### src/sac_pkg.sv
// Shared types and constants for the set-associative LRU write-back cache.
// No dependencies; used by sac_lookup and set_assoc_lru_writeback_cache.
`default_nettype none
package sac_pkg;
    localparam int MAX_WAYS_DEF = 16;
    localparam int MAX_SETS_DEF = 2048;

    localparam int TAG_W   = 30;
    localparam int LINE_W  = 32;
    localparam int ORDER_W = 64;
    localparam int POS_N   = 16;
    localparam int CNT_W   = 32;

    // Position 0 holds the most recent way; way i starts at position i.
    localparam logic [ORDER_W-1:0] ORDER_INIT = 64'hFEDC_BA98_7654_3210;

    localparam logic [1:0] REG_WAYS = 2'd0;
    localparam logic [1:0] REG_BBL  = 2'd1;
    localparam logic [1:0] REG_SIB  = 2'd2;

    typedef struct packed {
        logic             valid;
        logic             dirty;
        logic [TAG_W-1:0] tag;
    } line_t;

    typedef struct packed {
        logic       hit;
        logic [3:0] way;
        logic       wrote_back;
    } lookup_res_t;
endpackage
`default_nettype wire

### src/sac_lookup.sv
// Tag compare, victim choice and LRU row update for one set row.
// Depends on sac_pkg.
`default_nettype none
module sac_lookup #(
    parameter int MAX_WAYS = sac_pkg::MAX_WAYS_DEF,
    parameter int ROW_W = sac_pkg::ORDER_W + MAX_WAYS * sac_pkg::LINE_W
) (
    input  wire logic [ROW_W-1:0]         row,
    input  wire logic [4:0]               ways,
    input  wire logic [sac_pkg::TAG_W-1:0] tag,
    input  wire logic                     is_write,
    output logic      [ROW_W-1:0]         row_new,
    output sac_pkg::lookup_res_t          res
);
    sac_pkg::line_t [MAX_WAYS-1:0]        lines;
    logic [sac_pkg::POS_N-1:0][3:0]       order;
    logic [sac_pkg::POS_N-1:0][3:0]       order_new;
    sac_pkg::line_t [MAX_WAYS-1:0]        lines_new;
    logic       hit, found, pos_found, victim_dirty;
    logic [3:0] hit_way, free_way, victim_way, way;
    logic [3:0] pos;

    assign order = row[sac_pkg::ORDER_W-1:0];
    assign lines = row[ROW_W-1:sac_pkg::ORDER_W];

    always_comb
    begin
        hit = 1'b0;
        found = 1'b0;
        hit_way = '0;
        free_way = '0;
        victim_way = '0;
        for (int w = 0; w < MAX_WAYS; w++)
        begin
            if (5'(w) < ways)
            begin
                if (!hit && lines[w].valid && lines[w].tag == tag)
                begin
                    hit = 1'b1;
                    hit_way = 4'(w);
                end
                if (!found && !lines[w].valid)
                begin
                    found = 1'b1;
                    free_way = 4'(w);
                end
            end
        end
        // least recent active way: the last matching position wins
        for (int p = 0; p < sac_pkg::POS_N; p++)
        begin
            if ({1'b0, order[p]} < ways)
            begin
                victim_way = order[p];
            end
        end
    end

    always_comb
    begin
        way = hit ? hit_way : (found ? free_way : victim_way);
        victim_dirty = 1'b0;
        lines_new = lines;
        for (int w = 0; w < MAX_WAYS; w++)
        begin
            if (4'(w) == way)
            begin
                victim_dirty = lines[w].dirty;
                if (hit)
                begin
                    lines_new[w].dirty = lines[w].dirty | is_write;
                end
                else
                begin
                    lines_new[w].valid = 1'b1;
                    lines_new[w].dirty = is_write;
                    lines_new[w].tag = tag;
                end
            end
        end
    end

    always_comb
    begin
        pos = '0;
        pos_found = 1'b0;
        for (int p = 0; p < sac_pkg::POS_N; p++)
        begin
            if (!pos_found && order[p] == way)
            begin
                pos_found = 1'b1;
                pos = 4'(p);
            end
        end
        order_new = order;
        if (pos_found)
        begin
            for (int p = 0; p < sac_pkg::POS_N; p++)
            begin
                if (p == 0)
                begin
                    order_new[p] = way;
                end
                else if (4'(p) <= pos)
                begin
                    order_new[p] = order[p-1];
                end
            end
        end
    end

    assign row_new = {lines_new, order_new};
    assign res.hit = hit;
    assign res.way = way;
    assign res.wrote_back = !hit && victim_dirty;
endmodule
`default_nettype wire

### config.mk
export PLATFORM = sky130hd
export DESIGN_NAME = sac_lookup
export DESIGN_NICKNAME = d
export VERILOG_FILES = /design/src/sac_pkg.sv /design/src/sac_lookup.sv
export SDC_FILE = /design/constraint.sdc
export NUM_CORES = 1
export LEC_CHECK = 0
export BUFFER_PORTS_ARGS = -buffer_cell sky130_fd_sc_hd__buf_2
export CAP_MARGIN = 15
export CORE_AREA = 2 2 465 467
export DETAILED_ROUTE_END_ITERATION = 10
export DIE_AREA = 0 0 467 469
export PLACE_DENSITY = 0.3
export SLEW_MARGIN = 25
export SYNTH_ARGS = -nofsm -noshare
export SYNTH_HDL_FRONTEND = slang
export SYNTH_SLANG_ARGS = --single-unit
### constraint.sdc
create_clock -name vclk -period 9.39
set_input_delay 1.4085 -clock vclk [all_inputs]
set_output_delay 1.4085 -clock vclk [all_outputs]
set_load 0.005 [all_outputs]
After elaboration in Yosys (flattened, before gate mapping)

Cells that the tools add are included.

Reduce and logical (&&, ||, !) cells: 124
Equal/unequal tests: 47
Bitwise gates (word level): 16
Multiplexer cells: 269
Magnitude comparators: 47

Operators with widths:

| operator             | number |
|---|---|
| $mux W32             | 16 |
| $eq A30 B30 Y1       | 16 |
| $mux W30             | 16 |
| $mux W4              | 103 |
| $mux W1              | 133 |
| $lt A4 B5 Y1         | 16 |
| $eq A4 B4 Y1         | 16 |
| $mux W64             | 1 |
| $logic_and A1 B1 Y1  | 62 |
| $logic_not A1 Y1     | 61 |
| $lt A4 B5 Y1 const A | 8 |
| $eq A4 B4 Y1 const A | 8 |
| $le A4 B4 Y1 const A | 8 |
| $lt A3 B5 Y1 const A | 4 |
| $eq A3 B4 Y1 const A | 4 |
| $le A3 B4 Y1 const A | 4 |
| $or A1 B1 Y1         | 16 |
| $lt A1 B5 Y1 const A | 2 |
| $lt A2 B5 Y1 const A | 2 |
| $eq A2 B4 Y1 const A | 2 |
| $le A2 B4 Y1 const A | 2 |
| $eq A1 B4 Y1 const A | 1 |
| $le A1 B4 Y1 const A | 1 |
| $logic_not A4 Y1     | 1 |

Input bits: 612
Word-level logic and storage cells: 503
Output and inout port bits: 582
Bits in registers: 0

Depth between registers and ports, before layout

Gate-level depths: netlist of the first run.

Depth in word-level cells: 130
Mapped depth: 24
Mapped depth without buffers: 20

Worst setup path before layout of the first run

Ideal clock, no wire load.

Path kind: input-to-output
From: input port ways[2]
To: output port row_new[52]
Data arrival time: 6726 ps
Data required time: 7982 ps
Stages: 24
Setup slack: 1256 ps
Buffers on the path: 4
Cells stage by stage: clkbuf_1 -> buf_2 -> inv_1 -> ha_1 -> o21a_1 -> nor2_1 -> nor3_1 -> nand4_1 -> or4_1 -> o211a_1 -> or2_1 -> nand2_1 -> nand3_1 -> inv_2 -> buf_4 -> xor2_1 -> a211o_1 -> nand2_1 -> or4b_4 -> or3_1 -> buf_4 -> nand2_4 -> o21a_4 -> mux2_1

RTL lines:

| element     | RTL line         | text |
|---|---|---|
| from (decl) | sac_lookup.sv:9  | `input wire logic [4:0] ways,` |
| to (decl)   | sac_lookup.sv:12 | `output logic [ROW_W-1:0] row_new,` |

Worst setup path after layout of the first run

From: input port tag[28] in the netlist's numbering
To: output port row_new[52]

Longest elaborated chain between the ends: 130
Elaborated cells between the ends (all ways): 205
Those cells by class: order compare (1); eq/ne (32); mux (96); reduce/logical (76)

Ends and longest elaborated chain:

| element                          | RTL line          | text |
|---|---|---|
| from (decl)                      | sac_lookup.sv:10  | `input wire logic [sac_pkg::TAG_W-1:0] tag,` |
| $eq A30 B30 Y1                   | sac_lookup.sv:37  | `if (!hit && lines[w].valid && lines[w].tag == tag)` |
| $logic_and A1 B1 Y1              | sac_lookup.sv:37  |  |
| $mux W1                          | sac_lookup.sv:37  |  |
| $mux W1                          | sac_lookup.sv:35  | `if (5'(w) < ways)` |
| $logic_not A1 Y1                 | sac_lookup.sv:37  |  |
| $logic_and A1 B1 Y1 (2 in a row) | sac_lookup.sv:37  |  |
| $mux W1                          | sac_lookup.sv:37  |  |
| $mux W1                          | sac_lookup.sv:35  |  |
| [113 not listed]                 | --                |  |
| $logic_and A1 B1 Y1              | sac_lookup.sv:89  | `if (!pos_found && order[p] == way)` |
| $mux W1                          | sac_lookup.sv:89  |  |
| $logic_not A1 Y1                 | sac_lookup.sv:89  |  |
| $logic_and A1 B1 Y1              | sac_lookup.sv:89  |  |
| $mux W4                          | sac_lookup.sv:89  |  |
| $le A4 B4 Y1                     | sac_lookup.sv:104 | `else if (4'(p) <= pos)` |
| $mux W4                          | sac_lookup.sv:104 |  |
| $mux W64 *                       | sac_lookup.sv:96  | `if (pos_found)` |

Every way passes the cells marked *; elsewhere a longest branch is shown, timed or not.

==> out/results.tsv, run 1 <==
metric	value	unit
FF+latch count	0	
Reg area	0	µm²
I/O pins	1194	
vias in the first global route	26521	
DR pass1 iterations	6	
slew margin rel.	0.434	
row cnt	170	
Chip Height	469	µm
Worst EP arrival	7690	ps
Placement Cell Area	29800	µm²
final hold vios	0	
post-route ant nets	0	
run status	finished, final reports clean	
Clk pwr share	0	
Post-CTS Setup Repair Bufs	0	
Setup-failing EPs final	0	
area delta synth->final	59.6	%
YS warnings	0	
post-route cell area	29900	µm²
CP Class	in2out	
GR Overflow Total	0	
Worst setup SP type	input port	
post-synthesis cell type with the largest combined area	mux2_2	
Iteration-0 DRC Markers	2347	
largest cells by area after synthesis	mux2_2 (31%), xnor2_1 (14%), xor2_1 (11%)	
final slew viol count	0	
Min-Delay Path Class	in2out	
DR vias	27069	
Setup Slack @ Placement	-264	ps
Hold-fix buffers, CTS	0	
Post-Layout Cell Count	6505	
leakage power	12.3	nW
# nets final	4272	
Switching Power	1.24	mW
Period minus WS final	9100	ps
Initial Util	0.0877	
period utilization	0.969	
register area share after synthesis	0	
DP Wirelength	237000	µm
Synthesized Nets	3043	
Gate Count Post-Synth	2383	
Post-synth top cells	mux2_2 (510), xnor2_1 (302), xor2_1 (225), nand4_1 (144), nand2_1 (104)	
Sequential Power Share	0	
max cap viols	0	
CP Max Fanout	10	
count leader, synth	mux2_2	
gr usage total	0.230	
drt drc	0	
largest net degree at the start of global routing	33	
I/O Buffers	1194	
area of the core	214000	µm²
final estimated routing congestion in global placement	0.967	
Die Footprint	219000	µm²
Int Power	0.742	mW
share of cells above drive strength 1	0.558	
Critical Path RT	7980	ps
actual slew at the worst max-slew pin	842	ps
crit-path cells	buf_4, buf_4, xor2_1, or4b_2, nor4_1, nand4_1, nor3_1, buf_4, o21ai_0, buf_4, nor3b_2, nor2_4, buf_4, xnor2_1, a41oi_1, a32oi_1, or4b_4, or3_1, nand2_4, o21a_4, mux2_1, buf_2	
filler cell count	24916	
DP Cell Count	6448	
count of different cell masters after synthesis	97	
initial antenna violation count	154	
Post-Syn Area per Cell	7.87	µm²
per-cell routed wire length	40.8	µm
width of the die	467	µm
Mapped Area	18800	µm²
critical path's slowest cell	or4b_2	
share of the synthesized area in the top cell type	0.306	
Top cell by count, worst path	buf_4	
slowest stage delay, CP	660	ps
PwrDens	66.2	nW/µm²
Vias/cell	4.16	
WL final	266000	µm
Setup crit end kind	output port	
clock buffer count	0	
global-route wire length before repair	323000	µm
RSZ-0062 raised after global routing	false	
Sw Share	0.626	
f_max	110	MHz
Max VDD drop	0.0268	mV
part of the power in combinational logic	1.000	
fin worst setup slack	292	ps
Final Hold Slack	3140	ps
## critical path, delay by kind of cell
kind / cells / cell delay [ps]
mux: 1 / 330
buf+inv: 6 / 1420
compound gates: 4 / 770
simple gates: 9 / 3440
xor+xnor: 2 / 220
## through the flow
stage	TNS, ps	util	total power [mW]
after global routing	0	0.140	2.08
after global placement	-2850	0.139	1.99
after floorplan	0	-	0.800
after detailed placement	-2490	0.139	1.98
after CTS	0	0.139	1.99
final	0	0.140	1.98
## power by group through the flow
stage / combinational, mW / sequential [mW] / clock [mW]
floorplan: 0.800 / 0 / 0
global placement: 1.99 / 0 / 0
detailed placement: 1.98 / 0 / 0
CTS: 1.99 / 0 / 0
global route: 2.08 / 0 / 0.000000391
finish: 1.98 / 0 / 0.000000674
## metal layers
metal,up-vias,routed length (µm),track usage
met3,347,24000,0.0741
met4,78,11800,0.0865
met5,-,518,0
li1,11439,-,-
met1,13663,110000,0.286
met2,1542,119000,0.366
## area by class of cell
type,count,area [µm²],area share
tap,2838,3550,0.119
antenna,57,143,0.00477
multi-input combinational,2132,17700,0.593
inverter,41,154,0.00514
timing repair buffer,1437,8340,0.279
## cells by family (layout without fill, tap and decap cells)
group | after synthesis | count (layout) | synth area share
buf+inv | 251 | 1478 | 0.0583
mux | 531 | 531 | 0.319
compound gates | 284 | 284 | 0.112
other cells | 0 | 57 | 0
simple gates | 742 | 742 | 0.232
fa+ha+maj | 48 | 48 | 0.0320
xor+xnor | 527 | 527 | 0.246
## what timing repair did
item                                    CTS  global route
pin swaps                                 0             0
gates resized for setup                   2             5
endpoints found under the setup margin   16            19
hold endpoints to repair                  0             0
## placed cells by master, fill, tap and decap left out, types with 23 or more instances in the layout
cell type	Yosys	final
ha_1	48	48
nor2_1	95	95
xor2_1	225	225
nand2_1	104	104
diode_2	0	57
nand2b_1	42	40
nand3_1	32	32
inv_1	39	39
nor4_1	86	81
xnor2_1	302	302
buf_12	0	39
a21oi_1	23	23
o21ai_0	58	58
nor3_1	55	51
nand4_1	144	144
buf_4	7	221
mux2_2	510	510
or4_1	35	35
buf_2	94	1175
## path summary, 6_finish.rpt
path | end | slack, ps | start | cells past startpoint
setup / recovery | row_new[52] | 290 | tag[28] | 22
hold / removal | row_new[116] | 3140 | row[116] | 3
Note: power is estimated with default switching activity, not from simulation.
==> inputs of run 2 (changes only) <==
--- a/config.mk
+++ b/config.mk
@@ -10,6 +10,7 @@
 export CORE_AREA = 2 2 465 467
 export DETAILED_ROUTE_END_ITERATION = 10
 export DIE_AREA = 0 0 467 469
+export MAX_ROUTING_LAYER = met4
 export PLACE_DENSITY = 0.3
 export SLEW_MARGIN = 25
 export SYNTH_ARGS = -nofsm -noshare
==> out/results.tsv, run 2 (synthesis gave the netlist of run 1 again) <==
metric	value	unit	change
DR pass1 iterations	6		unchanged
filler cell count	24943		+0.11%
Setup-failing EPs final	0		unchanged
run status	finished, final reports clean		
width of the die	467	µm	unchanged
largest net degree at the start of global routing	34		+3.0%
end of the worst hold path	row_new[186]		
Placement Cell Area	29600	µm²	-0.56%
Post-Layout Cell Count	6547		+0.65%
per-cell routed wire length	40.5	µm	-0.86%
CP Class	in2out		
I/O pins	1194		unchanged
Chip Height	469	µm	unchanged
FF+latch count	0		unchanged
WL final	265000	µm	-0.22%
Post-CTS Setup Repair Bufs	0		unchanged
Iteration-0 DRC Markers	2186		-6.9%
f_max	111	MHz	+0.59%
share of cells above drive strength 1	0.555		-0.00231
clock buffer count	0		unchanged
PostCTS Resize Cnt	0		-2
max cap viols	0		unchanged
vias in the first global route	26435		-0.32%
Reg area	0	µm²	unchanged
Top delay family on crit path	simple AND/OR/NAND/NOR gates		
commonest non-fill, non-tap cell in the layout	buf_2		
Max VDD drop	0.0240	mV	-10%
Worst EP arrival	7640	ps	-50 ps
Vias/cell	4.13		-0.67%
final hold vios	0		unchanged
initial antenna violation count	171		+11%
Worst setup SP type	input port		
RSZ-0062 raised after global routing	false		
Top cell by count, worst path	buf_4		
area delta synth->final	59.4	%	
critical path's slowest cell	or4b_4		
row cnt	170		unchanged
Initial Util	0.0877		unchanged
post-route ant nets	0		unchanged
period utilization	0.963		-0.00569
DR vias	27060		-0.033%
final slew viol count	0		unchanged
slew margin rel.	0.365		-0.0690
gr usage total	0.236		+0.00625
HP Start	row[186]		
Critical Path RT	7980	ps	about the same
final estimated routing congestion in global placement	0.979		+1.2%
most frequent cells in the layout	buf_2 (1,176), mux2_2 (510), xnor2_1 (302)		
Die Footprint	219000	µm²	unchanged
crit-path cells	buf_2, buf_4, xor2_1, or4_1, nor4_1, buf_4, nand3_1, buf_4, nand4_1, nor2_1, and2_1, nand2_1, nand3_1, inv_2, xor2_1, a211o_1, nand2_1, or4b_4, or3_1, nand2_4, a21o_4, mux2_1, buf_2		
Hold-fix buffers, CTS	0		unchanged
Min-Delay Path Class	in2out		
actual slew at the worst max-slew pin	953	ps	+111 ps
total negative setup slack	0	ps	unchanged
DP Wirelength	235000	µm	-0.74%
PwrDens	65.6	nW/µm²	-1.0%
leakage power	12.2	nW	-0.62%
Period minus WS final	9040	ps	-53.4 ps
DP Cell Count	6436		-0.19%
GR Overflow Total	0		unchanged
slowest stage delay, CP	570	ps	-90 ps
drt drc	0		unchanged
post-route cell area	29900	µm²	-0.15%
buffers and inverters on the worst path	6		unchanged
area of the core	214000	µm²	unchanged
CP Max Fanout	9		-1
I/O Buffers	1194		unchanged
Hold Path Cell Cnt	3		unchanged
Setup crit end kind	output port		
# nets final	4260		-0.28%
global-route wire length before repair	322000	µm	-0.38%
[run 2: changes by cell type in the layout (fill, tap and decap cells not counted), sizes merged]
cell / delta
buf: -11
diode: +54
clkbuf: -1
[run 2: how the worst max path moves through the flow]
stage | from | endpoint | cells after the start
CTS | tag[7] | row_new[13] | 21
global placement | tag[7] | row_new[6] | 25
global route | tag[15] | row_new[6] | 25
finish | tag[22] | row_new[13] | 23
detailed placement | tag[7] | row_new[13] | 21
floorplan | ways[2] | row_new[52] | 24
[run 2: final cells by class]
cell class,instances,area (µm²),area share
antenna,111,278,0.00930
inverter,41,154,0.00515
tap,2838,3550,0.119
timing repair buffer,1425,8170,0.273
multi-input combinational,2132,17700,0.593
[run 2: per-layer routing]
| metal | GRT usage | share of wire | vias up |
|---|---|---|---|
| met4 | 0.0697 | 0.038 | 0 |
| li1 | - | - | 11508 |
| met3 | 0.0778 | 0.095 | 275 |
| met5 | - | 0 | - |
| met1 | 0.280 | 0.41 | 13692 |
| met2 | 0.377 | 0.46 | 1585 |
[run 2: metrics by stage]
stage	worst slack [ps]	util	hold slack, ps	total power, mW
2_1_floorplan	1260	-	2900	0.800
3_3_place_gp	-399	0.138	3150	1.98
3_5_place_dp	56.7	0.138	3140	1.96
4_1_cts	50.8	0.138	3140	1.97
5_1_grt	6.07	0.140	3160	2.06
6_report	346	0.140	3140	1.96
[run 2: power by group]
group / leakage, nW / internal, mW / switching [mW]
Sequential: 0 / 0 / 0
Clock: 0.000696 / 0.000000959 / 0
Combinational: 12.2 / 0.736 / 1.22
Total: 12.2 / 0.736 / 1.22
==> inputs of run 3 (changes only) <==
==> constraint.sdc (replaced) <==
create_clock -name vclk -period 10.3
set_input_delay 1.545 -clock vclk [all_inputs]
set_output_delay 1.545 -clock vclk [all_outputs]
set_load 0.005 [all_outputs]
==> out/results.tsv, run 3 (synthesis gave the netlist of run 1 again) <==
metric	value	unit	change
area of the multi-input gates	17700	µm²	about the same
Min-Delay Path Class	in2out		
CP Max Fanout	15		+6
post-route ant nets	0		unchanged
most frequent cells in the layout	buf_2 (1,177), mux2_2 (510), xnor2_1 (301)		
fin util	0.136		-0.00345
max cap viols	0		unchanged
Iteration-0 DRC Markers	2109		-3.5%
clock buffer count	0		unchanged
Post-CTS Setup Repair Bufs	0		unchanged
I/O Buffers	1194		unchanged
Max VDD drop	0.0217	mV	-9.8%
Vias/cell	4.07		-1.5%
Period minus WS final	9860	ps	
period utilization	0.957		
Top delay family on crit path	compound AO/OA/AOI/OAI gates		
Worst EP arrival	8320	ps	+680 ps
Setup-failing EPs final	0		unchanged
DR vias	26405		-2.4%
drt drc	0		unchanged
slowest stage delay, CP	610	ps	+40 ps
final slew viol count	0		unchanged
GR Overflow Total	0		unchanged
Chip Height	469	µm	unchanged
WL final	266000	µm	+0.19%
filler cell count	24941		-0.0080%
row cnt	170		unchanged
I/O pins	1194		unchanged
initial antenna violation count	160		-6.4%
share of cells above drive strength 1	0.546		-0.00926
buffers and inverters on the worst path	4		-2
crit-path cells	buf_2, inv_1, ha_1, o21a_1, nor2_1, nor3_1, o2111ai_1, a311o_1, a31oi_1, a211oi_2, o21ai_1, nand2_1, inv_1, xnor2_1, a22o_1, or4b_4, or3_1, nand2_4, a21o_4, mux2_1, buf_2		
DP Wirelength	236000	µm	+0.30%
largest net degree at the start of global routing	33		-2.9%
f_max	101	MHz	
DR pass1 iterations	5		-1
width of the die	467	µm	unchanged
vias in the first global route	25994		-1.7%
run status	finished, final reports clean		
commonest non-fill, non-tap cell in the layout	buf_2		
total negative setup slack	0	ps	unchanged
area delta synth->final	55.4	%	
Die Footprint	219000	µm²	unchanged
slew margin rel.	0.309		-0.0560
Setup crit end kind	output port		
Critical Path RT	8760	ps	+780 ps
actual slew at the worst max-slew pin	1040	ps	+84.0 ps
Reg area	0	µm²	unchanged
FF+latch count	0		unchanged
gr usage total	0.236		about the same
final estimated routing congestion in global placement	0.970		-0.91%
area of the core	214000	µm²	unchanged
Hold-fix buffers, CTS	0		unchanged
PwrDens	59.8	nW/µm²	-8.8%
global-route wire length before repair	321000	µm	-0.18%
CP Class	in2out		
RSZ-0062 raised after global routing	false		
leakage power	11.8	nW	-3.6%
final hold vios	0		unchanged
# nets final	4191		-1.6%
critical path's slowest cell	or3_1		
Worst setup SP type	input port		
Initial Util	0.0877		unchanged
per-cell routed wire length	41.0	µm	+1.2%
## run 3: cell types whose count changed in the layout (fill, tap and decap cells not counted), sizes merged
cell / delta
clkbuf: -1
buf: -68
diode: +5
## run 3: final timing paths
path | startpoint | to | slack, ps | cells past startpoint
worst min-delay path | row[122] | row_new[122] | 3420 | 3
worst max-delay path | ways[3] | row_new[12] | 440 | 21
## run 3: final cells by class
| type | instances | area share |
|---|---|---|
| tap | 2838 | 0.122 |
| multi-input combinational | 2132 | 0.608 |
| timing repair buffer | 1356 | 0.255 |
| antenna | 116 | 0.00996 |
| inverter | 41 | 0.00528 |
## run 3: routing by layer
layer | share of wire | track usage | wire, µm | vias up
met2 | 0.46 | 0.383 | 123000 | 1450
met5 | 0 | - | 0 | -
li1 | - | - | - | 11382
met4 | 0.034 | 0.0633 | 9020 | 0
met1 | 0.40 | 0.270 | 107000 | 13324
met3 | 0.10 | 0.0901 | 26700 | 249
## run 3: what timing repair did
item | in CTS | in global routing
resized for setup | 0 | 1
endpoints found under the hold margin | 0 | 0
setup endpoints to repair | 0 | 2
## run 3: power breakdown
group | switching, mW | internal [mW]
logic | 1.12 | 0.626
clock network | 0 | 0.00000115
registers | 0 | 0
## run 3: per-stage QoR
step / setup slack, ps / instances / hold slack [ps] / area [µm²] / total power, mW
2_1_floorplan: 1890 / 2383 / 3170 / 18800 / 0.729
3_3_place_gp: 280 / 6367 / 3410 / 28800 / 1.76
3_5_place_dp: 431 / 6367 / 3420 / 28800 / 1.75
4_1_cts: 410 / 6367 / 3420 / 28800 / 1.76
5_1_grt: 117 / 6468 / 3430 / 29100 / 1.83
6_report: 439 / 6483 / 3420 / 29100 / 1.74
## run 3: worst min-delay path, stage by stage
cell	delay, ps
buf_2	90
mux2_2	130
buf_2	100
